[src/sv/radix_prefixed_integer_parser_assert.svh]
// Assertion macros shared by the parser RTL.
`ifndef RADIX_PREFIXED_INTEGER_PARSER_ASSERT_SVH
`define RADIX_PREFIXED_INTEGER_PARSER_ASSERT_SVH

// Same-cycle implication, checked on every clock edge outside reset.
`define RPIP_ASSERT_NOW(label, clk, rst_n, ante, cons) \
	label: assert property (@(posedge clk) disable iff (!(rst_n)) (ante) |-> (cons)) \
		else $error("parser assertion failed");

// Next-cycle implication, checked on every clock edge outside reset.
`define RPIP_ASSERT_NEXT(label, clk, rst_n, ante, cons) \
	label: assert property (@(posedge clk) disable iff (!(rst_n)) (ante) |=> (cons)) \
		else $error("parser assertion failed");

`endif

[src/sv/rpip_pkg.sv]
// Types, character constants and character classes for the integer parser.
package rpip_pkg;

	// Parse phases
	typedef enum logic [2:0] {
		PH_LEAD   = 3'd0,
		PH_SIGNED = 3'd1,
		PH_ZERO   = 3'd2,
		PH_PREX   = 3'd3,
		PH_PREB   = 3'd4,
		PH_DIGITS = 3'd5,
		PH_DONE   = 3'd6
	} phase_t;

	// Number base codes
	typedef enum logic [1:0] {
		RX_DEC = 2'd0,
		RX_OCT = 2'd1,
		RX_HEX = 2'd2,
		RX_BIN = 2'd3
	} radix_t;

	typedef struct packed {
		logic [7:0] char_in;
		logic       last_char;
	} char_beat_t;

	typedef struct packed {
		logic signed [31:0] value;
		logic               bad_digit;
	} num_beat_t;

	localparam logic [7:0] CH_ZERO  = 8'h30;  // '0'
	localparam logic [7:0] CH_NINE  = 8'h39;  // '9'
	localparam logic [7:0] CH_UA    = 8'h41;  // 'A'
	localparam logic [7:0] CH_UF    = 8'h46;  // 'F'
	localparam logic [7:0] CH_LA    = 8'h61;  // 'a'
	localparam logic [7:0] CH_LF    = 8'h66;  // 'f'
	localparam logic [7:0] CH_UX    = 8'h58;  // 'X'
	localparam logic [7:0] CH_LX    = 8'h78;  // 'x'
	localparam logic [7:0] CH_UB    = 8'h42;  // 'B'
	localparam logic [7:0] CH_LB    = 8'h62;  // 'b'
	localparam logic [7:0] CH_DOT   = 8'h2E;  // '.'
	localparam logic [7:0] CH_PLUS  = 8'h2B;  // '+'
	localparam logic [7:0] CH_MINUS = 8'h2D;  // '-'
	localparam logic [7:0] CH_SPACE = 8'h20;
	localparam logic [7:0] CH_TAB   = 8'h09;
	localparam logic [7:0] CH_CR    = 8'h0D;
	localparam logic [3:0] HEX_TEN  = 4'd10;

	function automatic logic is_space(input logic [7:0] c);
		return (c == CH_SPACE) || (c >= CH_TAB && c <= CH_CR);
	endfunction

	function automatic logic is_dec(input logic [7:0] c);
		return c >= CH_ZERO && c <= CH_NINE;
	endfunction

	function automatic logic is_hex(input logic [7:0] c);
		return is_dec(c) || (c >= CH_LA && c <= CH_LF) || (c >= CH_UA && c <= CH_UF);
	endfunction

	// Digit value of a hex character; only meaningful when is_hex holds
	function automatic logic [3:0] hex_val(input logic [7:0] c);
		logic [7:0] d;
		d = 8'd0;
		if (is_dec(c))
			d = c - CH_ZERO;
		else if (c >= CH_LA)
			d = c - CH_LA + 8'(HEX_TEN);
		else
			d = c - CH_UA + 8'(HEX_TEN);
		return d[3:0];
	endfunction

	function automatic logic [4:0] radix_base(input radix_t r);
		logic [4:0] b;
		case (r)
			RX_OCT:  b = 5'd8;
			RX_HEX:  b = 5'd16;
			RX_BIN:  b = 5'd2;
			default: b = 5'd10;
		endcase
		return b;
	endfunction

endpackage

[src/sv/radix_prefixed_integer_parser.sv]
// Top level: streaming parser of signed integer literals with a radix prefix.
//
//  channel    dir  payload                        handshake
//  char_*     in   char_in[7:0], last_char        char_valid / char_stall
//  num_*      out  value[31:0] signed, bad_digit  num_valid / num_stall
//
// One character per cycle sustained while char_stall is low; each beat passes through
// the input register and the phase/accumulator update sits between it and the result.
// A result is computed from its last character in the input register and held in the result register.
// arst_n clears the parse state and both valid flags at once.
// A stalled result holds; further characters keep flowing until another
// last character would need the result register while it is still full.
`include "radix_prefixed_integer_parser_assert.svh"

module radix_prefixed_integer_parser #(
	parameter int VALUE_WIDTH = 32
) (
	input  logic                   clk,
	input  logic                   arst_n,
	input  logic                   char_valid,
	output logic                   char_stall,
	input  rpip_pkg::char_beat_t   char_beat,
	output logic                   num_valid,
	input  logic                   num_stall,
	output rpip_pkg::num_beat_t    num_beat
);

	localparam int VW = VALUE_WIDTH;

	// input register
	logic                 s1_valid_q;
	rpip_pkg::char_beat_t s1_beat_q;

	// parse state
	rpip_pkg::phase_t phase_q;
	rpip_pkg::radix_t radix_q;
	logic             neg_q;
	logic             err_q;
	logic [VW-1:0]    acc_q;

	// next-state values
	rpip_pkg::phase_t phase_n;
	rpip_pkg::radix_t radix_n;
	logic             neg_n;
	logic             err_n;
	logic [VW-1:0]    acc_n;

	logic             advance;
	logic             out_free;
	logic [7:0]       c;
	logic             do_digit;
	logic [3:0]       dval;
	logic [4:0]       base;
	logic [VW-1:0]    acc_mul;
	logic             err_fin;
	logic [VW-1:0]    val_fin;

	// handshake: only last beats need the result register
	assign out_free   = !num_valid || !num_stall;
	assign advance    = s1_valid_q && (!s1_beat_q.last_char || out_free);
	assign char_stall = s1_valid_q && !advance;

	assign c = s1_beat_q.char_in;

	// one character of the parse
	always_comb begin
		phase_n  = phase_q;
		radix_n  = radix_q;
		neg_n    = neg_q;
		err_n    = err_q;
		do_digit = 1'b0;
		case (phase_q)
			rpip_pkg::PH_LEAD, rpip_pkg::PH_SIGNED: begin
				if (rpip_pkg::is_space(c)) begin
					phase_n = phase_q;
				end else if (phase_q == rpip_pkg::PH_LEAD &&
				             (c == rpip_pkg::CH_MINUS || c == rpip_pkg::CH_PLUS)) begin
					neg_n   = (c == rpip_pkg::CH_MINUS);
					phase_n = rpip_pkg::PH_SIGNED;
				end else if (c == rpip_pkg::CH_ZERO) begin
					phase_n = rpip_pkg::PH_ZERO;
				end else begin
					radix_n  = rpip_pkg::RX_DEC;
					do_digit = 1'b1;
				end
			end
			rpip_pkg::PH_ZERO: begin
				if (c == rpip_pkg::CH_DOT) begin
					radix_n = rpip_pkg::RX_DEC;
					phase_n = rpip_pkg::PH_DONE;
				end else begin
					radix_n = rpip_pkg::RX_OCT;
					if (c == rpip_pkg::CH_LX || c == rpip_pkg::CH_UX)
						phase_n = rpip_pkg::PH_PREX;
					else if (c == rpip_pkg::CH_LB || c == rpip_pkg::CH_UB)
						phase_n = rpip_pkg::PH_PREB;
					else
						do_digit = 1'b1;
				end
			end
			rpip_pkg::PH_PREX: begin
				if (rpip_pkg::is_hex(c)) begin
					radix_n  = rpip_pkg::RX_HEX;
					do_digit = 1'b1;
				end else begin
					phase_n = rpip_pkg::PH_DONE;
				end
			end
			rpip_pkg::PH_PREB: begin
				if (rpip_pkg::is_dec(c)) begin
					radix_n  = rpip_pkg::RX_BIN;
					do_digit = 1'b1;
				end else begin
					// the 'b' falls back to an octal digit of eleven
					err_n   = 1'b1;
					phase_n = rpip_pkg::PH_DONE;
				end
			end
			rpip_pkg::PH_DIGITS: begin
				do_digit = 1'b1;
			end
			default: begin
				phase_n = rpip_pkg::PH_DONE;
			end
		endcase

		// digit step in the chosen base
		dval    = rpip_pkg::hex_val(c);
		base    = rpip_pkg::radix_base(radix_n);
		case (radix_n)
			rpip_pkg::RX_OCT: acc_mul = acc_q << 3;
			rpip_pkg::RX_HEX: acc_mul = acc_q << 4;
			rpip_pkg::RX_BIN: acc_mul = acc_q << 1;
			default:          acc_mul = (acc_q << 3) + (acc_q << 1);
		endcase
		acc_n = acc_q;
		if (do_digit) begin
			if (!rpip_pkg::is_hex(c)) begin
				phase_n = rpip_pkg::PH_DONE;
			end else if ({1'b0, dval} >= base) begin
				err_n   = 1'b1;
				phase_n = rpip_pkg::PH_DONE;
			end else begin
				acc_n   = acc_mul + VW'(dval);
				phase_n = rpip_pkg::PH_DIGITS;
			end
		end
	end

	// end of string acts as a NUL: only a pending binary prefix changes
	always_comb begin
		err_fin  = err_n || (phase_n == rpip_pkg::PH_PREB);
		if (err_fin)
			val_fin = '0;
		else if (neg_n)
			val_fin = ~acc_n + VW'(1);
		else
			val_fin = acc_n;
	end

	// input register
	always_ff @(posedge clk or negedge arst_n) begin
		if (!arst_n) begin
			s1_valid_q <= 1'b0;
		end else if (!char_stall) begin
			s1_valid_q <= char_valid;
		end
	end

	always_ff @(posedge clk) begin
		if (!char_stall && char_valid)
			s1_beat_q <= char_beat;
	end

	// parse state, back to reset after each last beat
	always_ff @(posedge clk or negedge arst_n) begin
		if (!arst_n) begin
			phase_q <= rpip_pkg::PH_LEAD;
			radix_q <= rpip_pkg::RX_DEC;
			neg_q   <= 1'b0;
			err_q   <= 1'b0;
			acc_q   <= '0;
		end else if (advance) begin
			if (s1_beat_q.last_char) begin
				phase_q <= rpip_pkg::PH_LEAD;
				radix_q <= rpip_pkg::RX_DEC;
				neg_q   <= 1'b0;
				err_q   <= 1'b0;
				acc_q   <= '0;
			end else begin
				phase_q <= phase_n;
				radix_q <= radix_n;
				neg_q   <= neg_n;
				err_q   <= err_n;
				acc_q   <= acc_n;
			end
		end
	end

	// result register
	always_ff @(posedge clk or negedge arst_n) begin
		if (!arst_n) begin
			num_valid <= 1'b0;
		end else if (out_free) begin
			num_valid <= advance && s1_beat_q.last_char;
		end
	end

	always_ff @(posedge clk) begin
		if (out_free && advance && s1_beat_q.last_char) begin
			num_beat.value     <= signed'(32'(val_fin));
			num_beat.bad_digit <= err_fin;
		end
	end

	// checks
	`RPIP_ASSERT_NOW(a_err_zero, clk, arst_n, num_valid && num_beat.bad_digit,
		num_beat.value == 32'sd0)
	`RPIP_ASSERT_NOW(a_err_done, clk, arst_n, err_q, phase_q == rpip_pkg::PH_DONE)
	`RPIP_ASSERT_NOW(a_stall_full, clk, arst_n, char_stall,
		s1_valid_q && s1_beat_q.last_char && num_valid && num_stall)
	`RPIP_ASSERT_NEXT(a_state_clear, clk, arst_n, advance && s1_beat_q.last_char,
		phase_q == rpip_pkg::PH_LEAD && acc_q == '0 && !neg_q && !err_q)

endmodule

[config.mk]
export PLATFORM = sky130hd
export DESIGN_NAME = radix_prefixed_integer_parser
export DESIGN_NICKNAME = d
export VERILOG_FILES = /design/src/sv/rpip_pkg.sv /design/src/sv/radix_prefixed_integer_parser.sv
export VERILOG_INCLUDE_DIRS = /design/src /design/src/sv
export SDC_FILE = /design/constraint.sdc
export NUM_CORES = 1
export LEC_CHECK = 0
export BUFFER_PORTS_ARGS = -buffer_cell sky130_fd_sc_hd__buf_2
export CELL_PAD_IN_SITES_DETAIL_PLACEMENT = 0
export CELL_PAD_IN_SITES_GLOBAL_PLACEMENT = 2
export CORE_UTILIZATION = 30
export CTS_CLUSTER_SIZE = 14
export DETAILED_ROUTE_END_ITERATION = 16
export HOLD_SLACK_MARGIN = 0.1
export PLACE_DENSITY_LB_ADDON = 0.08
export RECOVER_POWER = 50
export SLEW_MARGIN = 15
export SYNTH_ARGS = -nofsm -noshare
export SYNTH_HDL_FRONTEND = slang
export SYNTH_SLANG_ARGS = --single-unit
[constraint.sdc]
create_clock -name clk -period 10.5 [get_ports clk]
set_input_delay 0.525 -clock clk [delete_from_list [all_inputs] [get_ports clk]]
set_output_delay 0.525 -clock clk [all_outputs]
set_load 0.005 [all_outputs]
==> impl_results.md, run 1 <==
* Clock Pin Slew Worst Setup and Hold Paths at 70 ps
* Synth unique cells at 102
* Post-DP HPWL at 20900 um
* Max capacitance violation total at 3
* Period minus WS final at 7620 ps
* Post-synth top cells: nand2_1 (121), nor2_1 (83), o21ai_0 (72), a21oi_1 (48), ha_1 (43)
* Ports at 48
* Hold buffer count at CTS at 0
* Vias in the first global route at 7919
* Site Rows at 61
* Flop2flop setup slack at 2880 ps
* # DRC at 0
* Hold Crit Depth at 1
* Routed WL at 27700 um
* GR peak layer: met2
* Final setup fails at 0
* Vias per inst at 5.67
* Final Instance Area at 9240 um2
* First-pass GRT wire length at 44600 um
* Wire per inst at 19.7 um
* Post-Syn Nets at 1072
* Combinational share of power at 43.5%
* Yosys top cell area share at 15.0%
* Largest net degree at the start of global routing at 68
* Crit path max-delay family: simple AND/OR/NAND/NOR gates
* Crit Path Max Fanout at 67
* CP Launch Type: register
* Die width at 170 um
* Die Span Y at 170 um
* CP required at 10590 ps
* # Post-CTS Setup Buffers at 0
* Clk_skew at 12.6 ps
* Worst Setup Slack, final at 2880 ps
* Reg2reg path depth at 27
* ANT cells at 0
* Most common cell in the netlist: nand2_1
* Ranking of synthesized cells by area: edfxtp_1 (15%), dfrtp_1 (12%), ha_1 (6.4%), nand2_1 (5.4%), o21ai_0 (4.3%)
* Layout cell share with drive strength beyond 1 at 9.22%
* Clock power frac at 26.6%
* Synth area leader: edfxtp_1
* Worst reg2reg path endpoint: num_beat[32]$_SDFFCE_PP0P_
* Placed Instance Area at 8960 um2
* PortBufs at 47
* Hold Path Class: input port to register
* Run status: finished with violations
* Slew Viols, Final at 116
* Cell-internal power at 776 uW
* Critical path class: register to register
* Critical Path Slowest Stage Cell: buf_4
* Placer Congestion at 0.792
* CP Capture Type: register
* Met2 Use GR at 36.8%
* Non-filler cells, final at 1408
* Slew HR at -101%
* Register area share after synthesis at 27.1%
* Clk buf depth at 2
* GRT overflow at 0
* Max IR drop VDD at 97.8 uV
* WHS Endpoint: c[2]$_DFFE_PP_
* Sink Count at 83
* Psw at 545 uW
* Met1 usage at 23.7%
* Placement Setup Slack at 2880 ps
* Crit path arrival time at 7710 ps
* Most Frequent Cell on Critical Path: inv_1
* P per Cell Area at 143 nW/um2
* Synthesized flop and latch total at 83
* Worst skew pair latency at 350 ps
* Post-synth EDFFs at 42
* Violations in the final reports: capacitance limit, slew limit
* Fin nets at 1083
* Lkg Pwr at 0.00363 uW
* Full die area at 28800 um2
* Slowest cell delay on critical path at 530 ps
* Gate count after technology mapping at 1014
* Starting density of the core at 30.4%
* Sequential share of power at 29.8%
* Vias at 7981
* DP Cell Count at 1392
* Top FF cell, synth: edfxtp_1
* Met3 usage at 2.31%
* Critical R2R Launch: c[1]$_DFFE_PP_
* Switching share of power at 41.2%
* Fin util at 33.3%
* CTS H-tree lvls at 3
* Syn Area/Cell at 8.32 um2
* Mapped Area at 8430 um2
* TritonCTS buffer count at 9
* Warnings, synthesis at 0
* Worst min-delay path startpoint: char_beat[3]
* Maximum clock rate at 131 MHz
* Actual slew at the worst max-slew pin at 3000 ps
* Cts repair resizes at 0
* Initial antenna violation count at 0
* Post-route clock period utilization at 72.6%
* TritonCTS clock tree: yes
* Setup TNS at 0 ps
* Post-synth ARST share at 49.4%
* Area delta synth->final at 9.54%
* CP bufs+invs at 5
* Clock Tree Root: clkbuf_16
* Floorplan core area at 27700 um2
* Total track usage at 19.8%
* DRT iter0 DRCs at 619
* RSZ-0062 raised after global routing: no
* Number of routed nets with antenna violations at 0
* Pre-antenna DRT Iters at 7
* Final Hold Viols at 0
cell type report:
type / instances / area (um2)
clock inverter: 6 / 87.6
clock buffer: 10 / 239
fill: 2952 / 18500
timing repair buffer: 58 / 274
inverter: 22 / 82.6
multi-input combinational: 851 / 5790
tap: 378 / 473
sequential: 83 / 2290
power groups by stage:
stage	logic (uW)	clock network [uW]	registers, uW
after floorplan	442	0	387
after global placement	587	0	401
after detailed placement	582	0	400
after CTS	582	361	394
after global routing	644	373	398
final	575	352	394
flip-flops by register name (all words and copies together), names as in the netlist:
| signal | flops |
|---|---|
| num_beat | 33 |
| phase_q | 3 |
| s1_valid_q | 1 |
| err_q | 1 |
| acc_q | 32 |
| neg_q | 1 |
| num_valid | 1 |
| c | 8 |
| s1_beat_q | 1 |
| radix_q | 2 |
cells by family (layout without fill, tap and decap cells):
kind of cell               Yosys count  in the layout  share of synthesized area (%)
AOI/OAI and AO/OA                  323            323                           28.2
xor gates and xnor gates            53             53                           5.51
adders and majority gates           45             45                           6.86
buffers and inverters               80             96                           4.21
DFF                                 83             83                           27.1
muxes                               30             30                           3.74
and+or+nand+nor                    400            400                           24.4
placed cells by master (no fill, tap or decap), types with 6 or more instances in the layout:
cell type / instances
nor3_1: 34
nand3b_1: 6
xor2_1: 21
dfrtp_1: 41
a222oi_1: 24
nand2b_1: 15
a21o_1: 13
a21oi_1: 48
o31ai_1: 8
o211a_1: 7
mux2i_1: 20
a22o_1: 15
and3_1: 14
a31oi_1: 17
o211ai_1: 12
inv_1: 22
edfxtp_1: 42
nand2_1: 121
o21ai_0: 72
buf_4: 8
nand4_1: 16
o21a_1: 17
or2_2: 8
or3_1: 13
clkbuf_1: 29
nor4_1: 10
and2_1: 15
buf_2: 21
a211oi_1: 17
ha_1: 42
xnor2_1: 32
nor2_1: 83
clkbuf_16: 9
mux2_2: 8
nand3_1: 24
per-layer routing:
layer	vias to the layer above	part of all wire, %
li1	3918	-
met1	3910	43
met2	118	52
met3	35	2.3
met4	0	2.1
met5	-	0
stage by stage:
stage,hold slack (ps),total power (uW)
finish,355,1320
global route,335,1410
CTS,281,1340
detailed placement,487,982
global placement,502,989
floorplan,229,829
worst max path at each step:
stage | depth (start not counted) | from | slack, ps | to
floorplan | 36 | c[0]$_DFFE_PP_ | 3040 | num_beat[31]$_SDFFCE_PP0P_
global placement | 27 | c[1]$_DFFE_PP_ | 2940 | num_beat[32]$_SDFFCE_PP0P_
detailed placement | 27 | c[1]$_DFFE_PP_ | 2880 | num_beat[32]$_SDFFCE_PP0P_
CTS | 27 | c[1]$_DFFE_PP_ | 2880 | num_beat[32]$_SDFFCE_PP0P_
global route | 27 | c[1]$_DFFE_PP_ | 2210 | num_beat[32]$_SDFFCE_PP0P_
finish | 27 | c[1]$_DFFE_PP_ | 2880 | num_beat[32]$_SDFFCE_PP0P_
Note: power is estimated with default switching activity, not from simulation.
==> run 2: changes to the inputs <==
==> constraint.sdc (replaced) <==
create_clock -name clk -period 6.5 [get_ports clk]
set_input_delay 0.325 -clock clk [delete_from_list [all_inputs] [get_ports clk]]
set_output_delay 0.325 -clock clk [all_outputs]
set_load 0.005 [all_outputs]
==> run 2 against run 1 <==
The run still ends with capacitance limit, slew limit left; register-to-register slack got worse by 2700 ps; worst hold slack got worse by 200 ps; power rose by 67%; clock power rose by 39%; count of clock-buffer cells in the layout did not move; utilization rose by 2.5 points; final cell count rose by 3.8%; first-iteration DRC count fell by 16%; via count rose by 2.1%; sequential share of layout area fell by 1.7 points.
==> impl_results.md, run 2 (synthesis gave the netlist of run 1 again) <==
* Run status: finished with violations
* Violations in the final reports: capacitance limit, slew limit
* ANT cells at 0 (unchanged)
* Worst Setup Slack, final at 187 ps (-2700 ps)
* Number of routed nets with antenna violations at 0 (unchanged)
* Most frequent cells in the layout: nand2_1 (120), nor2_1 (83), o21ai_0 (69)
* CTS H-tree lvls at 3 (unchanged)
* Full die area at 28800 um2 (unchanged)
* Largest net degree at the start of global routing at 63 (-7.4%)
* Reg2reg path depth at 29 (+7.4%)
* Clk buf depth at 2 (unchanged)
* Ports at 48 (unchanged)
* Top Registers: num_beat: 33 flops, acc_q: 32 flops, c: 8 flops
* Critical Path Slowest Stage Cell: or4_4
* Critical path class: register to register
* Actual slew at the worst max-slew pin at 3030 ps (+31.4 ps)
* Slew HR at -103% (-2.1 points)
* Total track usage at 20.0% (+0.23 points)
* Fin util at 35.8% (+2.5 points)
* Period minus WS final at 6310 ps (-1300 ps)
* # DRC at 0 (unchanged)
* Non-filler cells, final at 1462 (+3.8%)
* Placement Setup Slack at -15.8 ps (-2900 ps)
* Layout cell share with drive strength beyond 1 at 17.5% (+8.3 points)
* Vias at 8148 (+2.1%)
* TritonCTS clock tree: yes
* First-pass GRT wire length at 45100 um (+1.2%)
* Maximum clock rate at 158 MHz (+21%)
* Critical R2R Launch: c[0]$_DFFE_PP_
* Clock Pin Slew Worst Setup and Hold Paths at 70 ps (about the same)
* Routed WL at 28500 um (+3.1%)
* Slowest cell delay on critical path at 610 ps (+80 ps)
* Biggest register: num_beat
* Starting density of the core at 30.4% (unchanged)
* Hold Path Class: input port to register
* Crit Path Max Fanout at 7 (-90%)
* Pre-antenna DRT Iters at 6 (-1)
* Die Span Y at 170 um (unchanged)
* GRT overflow at 0 (unchanged)
* Fin nets at 1137 (+5.0%)
* Clock Tree Root: clkbuf_16
* Max IR drop VDD at 122 uV (+25%)
* RSZ-0062 raised after global routing: yes
* Site Rows at 61 (unchanged)
* Largest register FFs at 33 (unchanged)
* Hold Crit Depth at 1 (unchanged)
* Post-DP HPWL at 21800 um (+4.4%)
* Vias per inst at 5.57 (-1.7%)
* Worst min-delay path startpoint: char_beat[6]
* CP required at 6720 ps (-3870 ps)
* Placer Congestion at 0.818 (+3.2%)
* Final setup fails at 0 (unchanged)
* WHS Endpoint: c[5]$_DFFE_PP_
* Initial antenna violation count at 0 (unchanged)
* Worst hold slack at 157 ps (-198 ps)
* PortBufs at 47 (unchanged)
* Sink Count at 83 (unchanged)
* Commonest non-fill, non-tap cell in the layout: nand2_1
* Final Hold Viols at 0 (unchanged)
* Worst skew pair latency at 340 ps (about the same)
* Fillers at 2910 (-1.4%)
* Clk_skew at 13.5 ps (+0.948 ps)
* DRT iter0 DRCs at 523 (-16%)
* DP Cell Count at 1429 (+2.7%)
* Lkg Pwr at 0.00390 uW (+7.3%)
* CP Capture Type: register
* Flop2flop setup slack at 190 ps (-2700 ps)
* CP Launch Type: register
* Area delta synth->final at 17.7%
* Post-route clock period utilization at 97.1% (+25 points)
* Max capacitance violation total at 2 (-1)
* Crit path max-delay family: simple AND/OR/NAND/NOR gates
* Floorplan core area at 27700 um2 (unchanged)
* Worst reg2reg path endpoint: num_beat[31]$_SDFFCE_PP0P_
* TritonCTS buffer count at 9 (unchanged)
* Crit path arrival time at 6530 ps (-1180 ps)
* Wire per inst at 19.5 um (-0.70%)
* Die width at 170 um (unchanged)
* CP bufs+invs at 5 (unchanged)
* Slew Viols, Final at 78 (-33%)
* P per Cell Area at 222 nW/um2 (+55%)
* Vias in the first global route at 8019 (+1.3%)
run 2: changes by cell type in the layout (fill, tap and decap cells not counted), sizes merged:
cell,change
clkbuf,+1
clkinvlp,+3
buf,+52
dlygate4sd3,+1
inv,+1
bufinv,-2
clkinv,-2
run 2: how the worst max path moves through the flow:
stage / startpoint / depth (start not counted) / end / slack (ps)
after floorplan: c[0]$_DFFE_PP_ / 34 / num_beat[30]$_SDFFCE_PP0P_ / -240
final: c[0]$_DFFE_PP_ / 29 / num_beat[31]$_SDFFCE_PP0P_ / 190
after global routing: c[0]$_DFFE_PP_ / 29 / num_beat[31]$_SDFFCE_PP0P_ / -150
after CTS: c[0]$_DFFE_PP_ / 25 / num_beat[31]$_SDFFCE_PP0P_ / 40
after detailed placement: c[0]$_DFFE_PP_ / 25 / num_beat[31]$_SDFFCE_PP0P_ / -20
after global placement: c[7]$_DFFE_PP_ / 24 / num_beat[30]$_SDFFCE_PP0P_ / 120
run 2: where the power goes:
group,switching (uW),internal [uW],leakage (uW),total (uW)
Combinational,672,417,0.00280,1090
Sequential,35.9,590,0.000970,625
Clock,226,263,0.000126,489
run 2: timing repair:
| item | in CTS | in global routing |
|---|---|---|
| endpoints found under the setup margin | 1 | 10 |
| setup buffers | 0 | 16 |
| gates resized for setup | 0 | 39 |
| pin swaps | 1 | 24 |
| hold buffers | 1 | 0 |
| hold endpoints to repair | 3 | 0 |
| gates cloned | 0 | 0 |
run 2: cell type report:
cell class | count | area [um2] | share of cell area, %
clock inverters | 6 | 48.8 | 0.492
multi-input cells | 851 | 6080 | 61.3
clock buffers | 10 | 229 | 2.31
flip-flops and latches | 83 | 2290 | 23.0
inverters | 22 | 90.1 | 0.908
repair buffers | 112 | 713 | 7.19
well taps | 378 | 473 | 4.76
run 2: routing by layer:
layer  part of all wire [%]  global-route usage [%]
met5                      0                       0
met4                    1.6                    4.62
met3                    1.9                    1.96
met2                     52                    37.2
met1                     45                    24.5
run 2: through the flow:
stage	power [uW]	area (um2)	setup TNS [ps]
floorplan	1380	8630	-301
global placement	1670	9380	0
detailed placement	1670	9380	-15.8
CTS	2160	9670	0
global route	2360	9930	-659
finish	2200	9930	0
==> run 3: changes to the inputs <==
--- a/config.mk
+++ b/config.mk
@@ -10,10 +10,9 @@
 export CELL_PAD_IN_SITES_DETAIL_PLACEMENT = 0
 export CELL_PAD_IN_SITES_GLOBAL_PLACEMENT = 2
 export CORE_UTILIZATION = 30
-export CTS_CLUSTER_SIZE = 14
 export DETAILED_ROUTE_END_ITERATION = 16
 export HOLD_SLACK_MARGIN = 0.1
-export PLACE_DENSITY_LB_ADDON = 0.08
+export PLACE_DENSITY = 0.79
 export RECOVER_POWER = 50
 export SLEW_MARGIN = 15
 export SYNTH_ARGS = -nofsm -noshare
==> constraint.sdc (replaced) <==
create_clock -name clk -period 6.5 [get_ports clk]
set_input_delay 1.3 -clock clk [delete_from_list [all_inputs] [get_ports clk]]
set_output_delay 1.3 -clock clk [all_outputs]
set_load 0.005 [all_outputs]
==> run 3 against run 2 <==
The flow still finishes with violations (capacitance limit, slew limit); clock skew shrank 5.9 ps; flip-flop and latch count is the same; utilization shrank 0.65 points; maximum frequency is 1.1% higher; combinational power shrank 7%; clock power grew 9.2%; count of clock-buffer cells in the layout is 2 higher; sequential power hardly changed; first-iteration DRC count increased by 7.5%; worst hold slack improved by 330 ps.
==> impl_results.md, run 3 (synthesis gave the netlist of run 1 again) <==
* Slew HR at -58.5% (+44 points)
* Crit path arrival time at 6450 ps (-80 ps)
* Crit Path Max Fanout at 6 (-1)
* WL met2 at 13500 um (-8.6%)
* Die Span Y at 170 um (unchanged)
* Flop2flop setup slack at 260 ps (+70 ps)
* Die width at 170 um (unchanged)
* ANT cells at 0 (unchanged)
* Commonest non-fill, non-tap cell in the layout: nand2_1
* Fillers at 2902 (-0.27%)
* Fin nets at 1118 (-1.7%)
* Sink Count at 83 (unchanged)
* Layout cell share with drive strength beyond 1 at 15.5% (-2.0 points)
* Max IR drop VDD at 186 uV (+52%)
* Run status: finished with violations
* Slew Viols, Final at 42 (-46%)
* Fin util at 35.2% (-0.65 points)
* Max capacitance violation total at 1 (-1)
* Initial antenna violation count at 0 (unchanged)
* Maximum clock rate at 160 MHz (+1.1%)
* Wire per inst at 17.3 um (-11%)
* Starting density of the core at 30.4% (unchanged)
* Violations in the final reports: capacitance limit, slew limit
* Met3 routed WL at 604 um (+14%)
* Vias per inst at 5.59 (+0.38%)
* Biggest register: num_beat
* Actual slew at the worst max-slew pin at 2380 ps (-652 ps)
* Total track usage at 17.4% (-2.6 points)
* Setup crit end: num_beat[30]$_SDFFCE_PP0P_
* Overall power at 2170 uW (-1.3%)
* Worst skew pair latency at 340 ps (about the same)
* Site Rows at 61 (unchanged)
* Largest net degree at the start of global routing at 42 (-33%)
* Slowest cell delay on critical path at 590 ps (-20 ps)
* DRT iter0 DRCs at 562 (+7.5%)
* Reg2reg path depth at 28 (-3.4%)
* Worst setup startpoint: c[0]$_DFFE_PP_
* Placer Congestion at 0.829 (+1.4%)
* Clk_skew at 7.68 ps (-5.85 ps)
* Most frequent cells in the layout: nand2_1 (121), nor2_1 (82), o21ai_0 (70)
* Critical Path Slowest Stage Cell: or4_4
* Vias in the first global route at 7825 (-2.4%)
* P per Cell Area at 223 nW/um2 (+0.49%)
* CP Capture Type: register
* Area delta synth->final at 15.6%
* Final Hold Viols at 0 (unchanged)
* Clock Pin Slew Worst Setup and Hold Paths at 60 ps (about the same)
* Top Metal Used: met4
* Number of routed nets with antenna violations at 0 (unchanged)
* Final Instance Area at 9750 um2 (-1.8%)
* Ports at 48 (unchanged)
* Top Registers: num_beat: 33 flops, acc_q: 32 flops, c: 8 flops
* Period minus WS final at 6240 ps (-70.7 ps)
* Worst reg2reg path endpoint: num_beat[30]$_SDFFCE_PP0P_
* M1 WL at 10600 um (-17%)
* Setup TNS at 0 ps (unchanged)
* Largest register FFs at 33 (unchanged)
* GRT overflow at 0 (unchanged)
* Critical R2R Launch: c[0]$_DFFE_PP_
* Post-route clock period utilization at 96.0% (-1.1 points)
* Clk buf depth at 2 (unchanged)
* Vias at 8073 (-0.92%)
* TritonCTS clock tree: yes
* Clock Tree Root: clkbuf_16
* Floorplan core area at 27700 um2 (unchanged)
* Placed Instance Area at 9250 um2 (-1.3%)
* Final setup fails at 0 (unchanged)
* Lkg Pwr at 0.00382 uW (-1.9%)
* CP Launch Type: register
* Post-DP HPWL at 19100 um (-13%)
* Full die area at 28800 um2 (unchanged)
* # DRC at 0 (unchanged)
* Pre-antenna DRT Iters at 6 (unchanged)
* Hold Path Class: register to register
* Worst min-delay path startpoint: radix_q[0]$_DFFE_PN0P_
* CP required at 6710 ps (about the same)
* PortBufs at 47 (unchanged)
* TritonCTS buffer count at 9 (unchanged)
* First-pass GRT wire length at 40500 um (-10%)
* CTS H-tree lvls at 3 (unchanged)
* Routed WL at 25000 um (-12%)
* Critical path class: register to register
-- run 3: area by class of cell --
cell class,instances,area [um2],area share [%]
Clock buffer,12,258,2.64
Clock inverter,4,48.8,0.501
Inverter,22,82.6,0.847
Multi-Input combinational cell,851,6050,62.1
Sequential cell,83,2290,23.5
Tap cell,378,473,4.85
Timing Repair Buffer,93,547,5.61
-- run 3: through the flow --
step           cells  setup WS [ps]  hold slack [ps]
2_1_floorplan   1014           -238              444
3_5_place_dp    1414          -14.2              472
5_1_grt         1443          -42.8              508
4_1_cts         1430           20.8              484
3_3_place_gp    1414            145              485
6_report        1443            257              489
-- run 3: worst min path at each step --
stage                                   to  slack [ps]  cells after the start
floorplan           radix_q[0]$_DFFE_PN0P_         440                      2
global placement    radix_q[0]$_DFFE_PN0P_         480                      2
detailed placement  radix_q[0]$_DFFE_PN0P_         470                      2
CTS                 radix_q[0]$_DFFE_PN0P_         480                      2
global route        radix_q[0]$_DFFE_PN0P_         510                      2
finish              radix_q[0]$_DFFE_PN0P_         490                      2
-- run 3: power breakdown --
group          internal (uW)  switching (uW)  total [uW]
Clock                    321             213         534
Sequential               589            38.6         627
Combinational            381             631        1010
Total                   1290             882        2170
-- run 3: repair_timing --
item                       4_1_cts  5_1_grt
setup endpoints to repair        2       10
gates resized for setup          0       28
buffers inserted                 0       13
pin swaps                        1       15
hold buffers                     0        0
-- run 3: critical path: cells and delay by family (launching register included) --
family                     cells  cell delay, ps
and+or+nand+nor                9            2390
AOI/OAI and AO/OA             12            2160
adders and majority gates      3             590
buffers and inverters          4             560
DFF                            1             420
-- run 3: per-layer routing --
metal,global-route usage [%],vias to the layer above
met4,2.94,0
met3,1.91,24
li1,-,3995
met5,0,-
met1,21.1,3915
met2,33.0,139
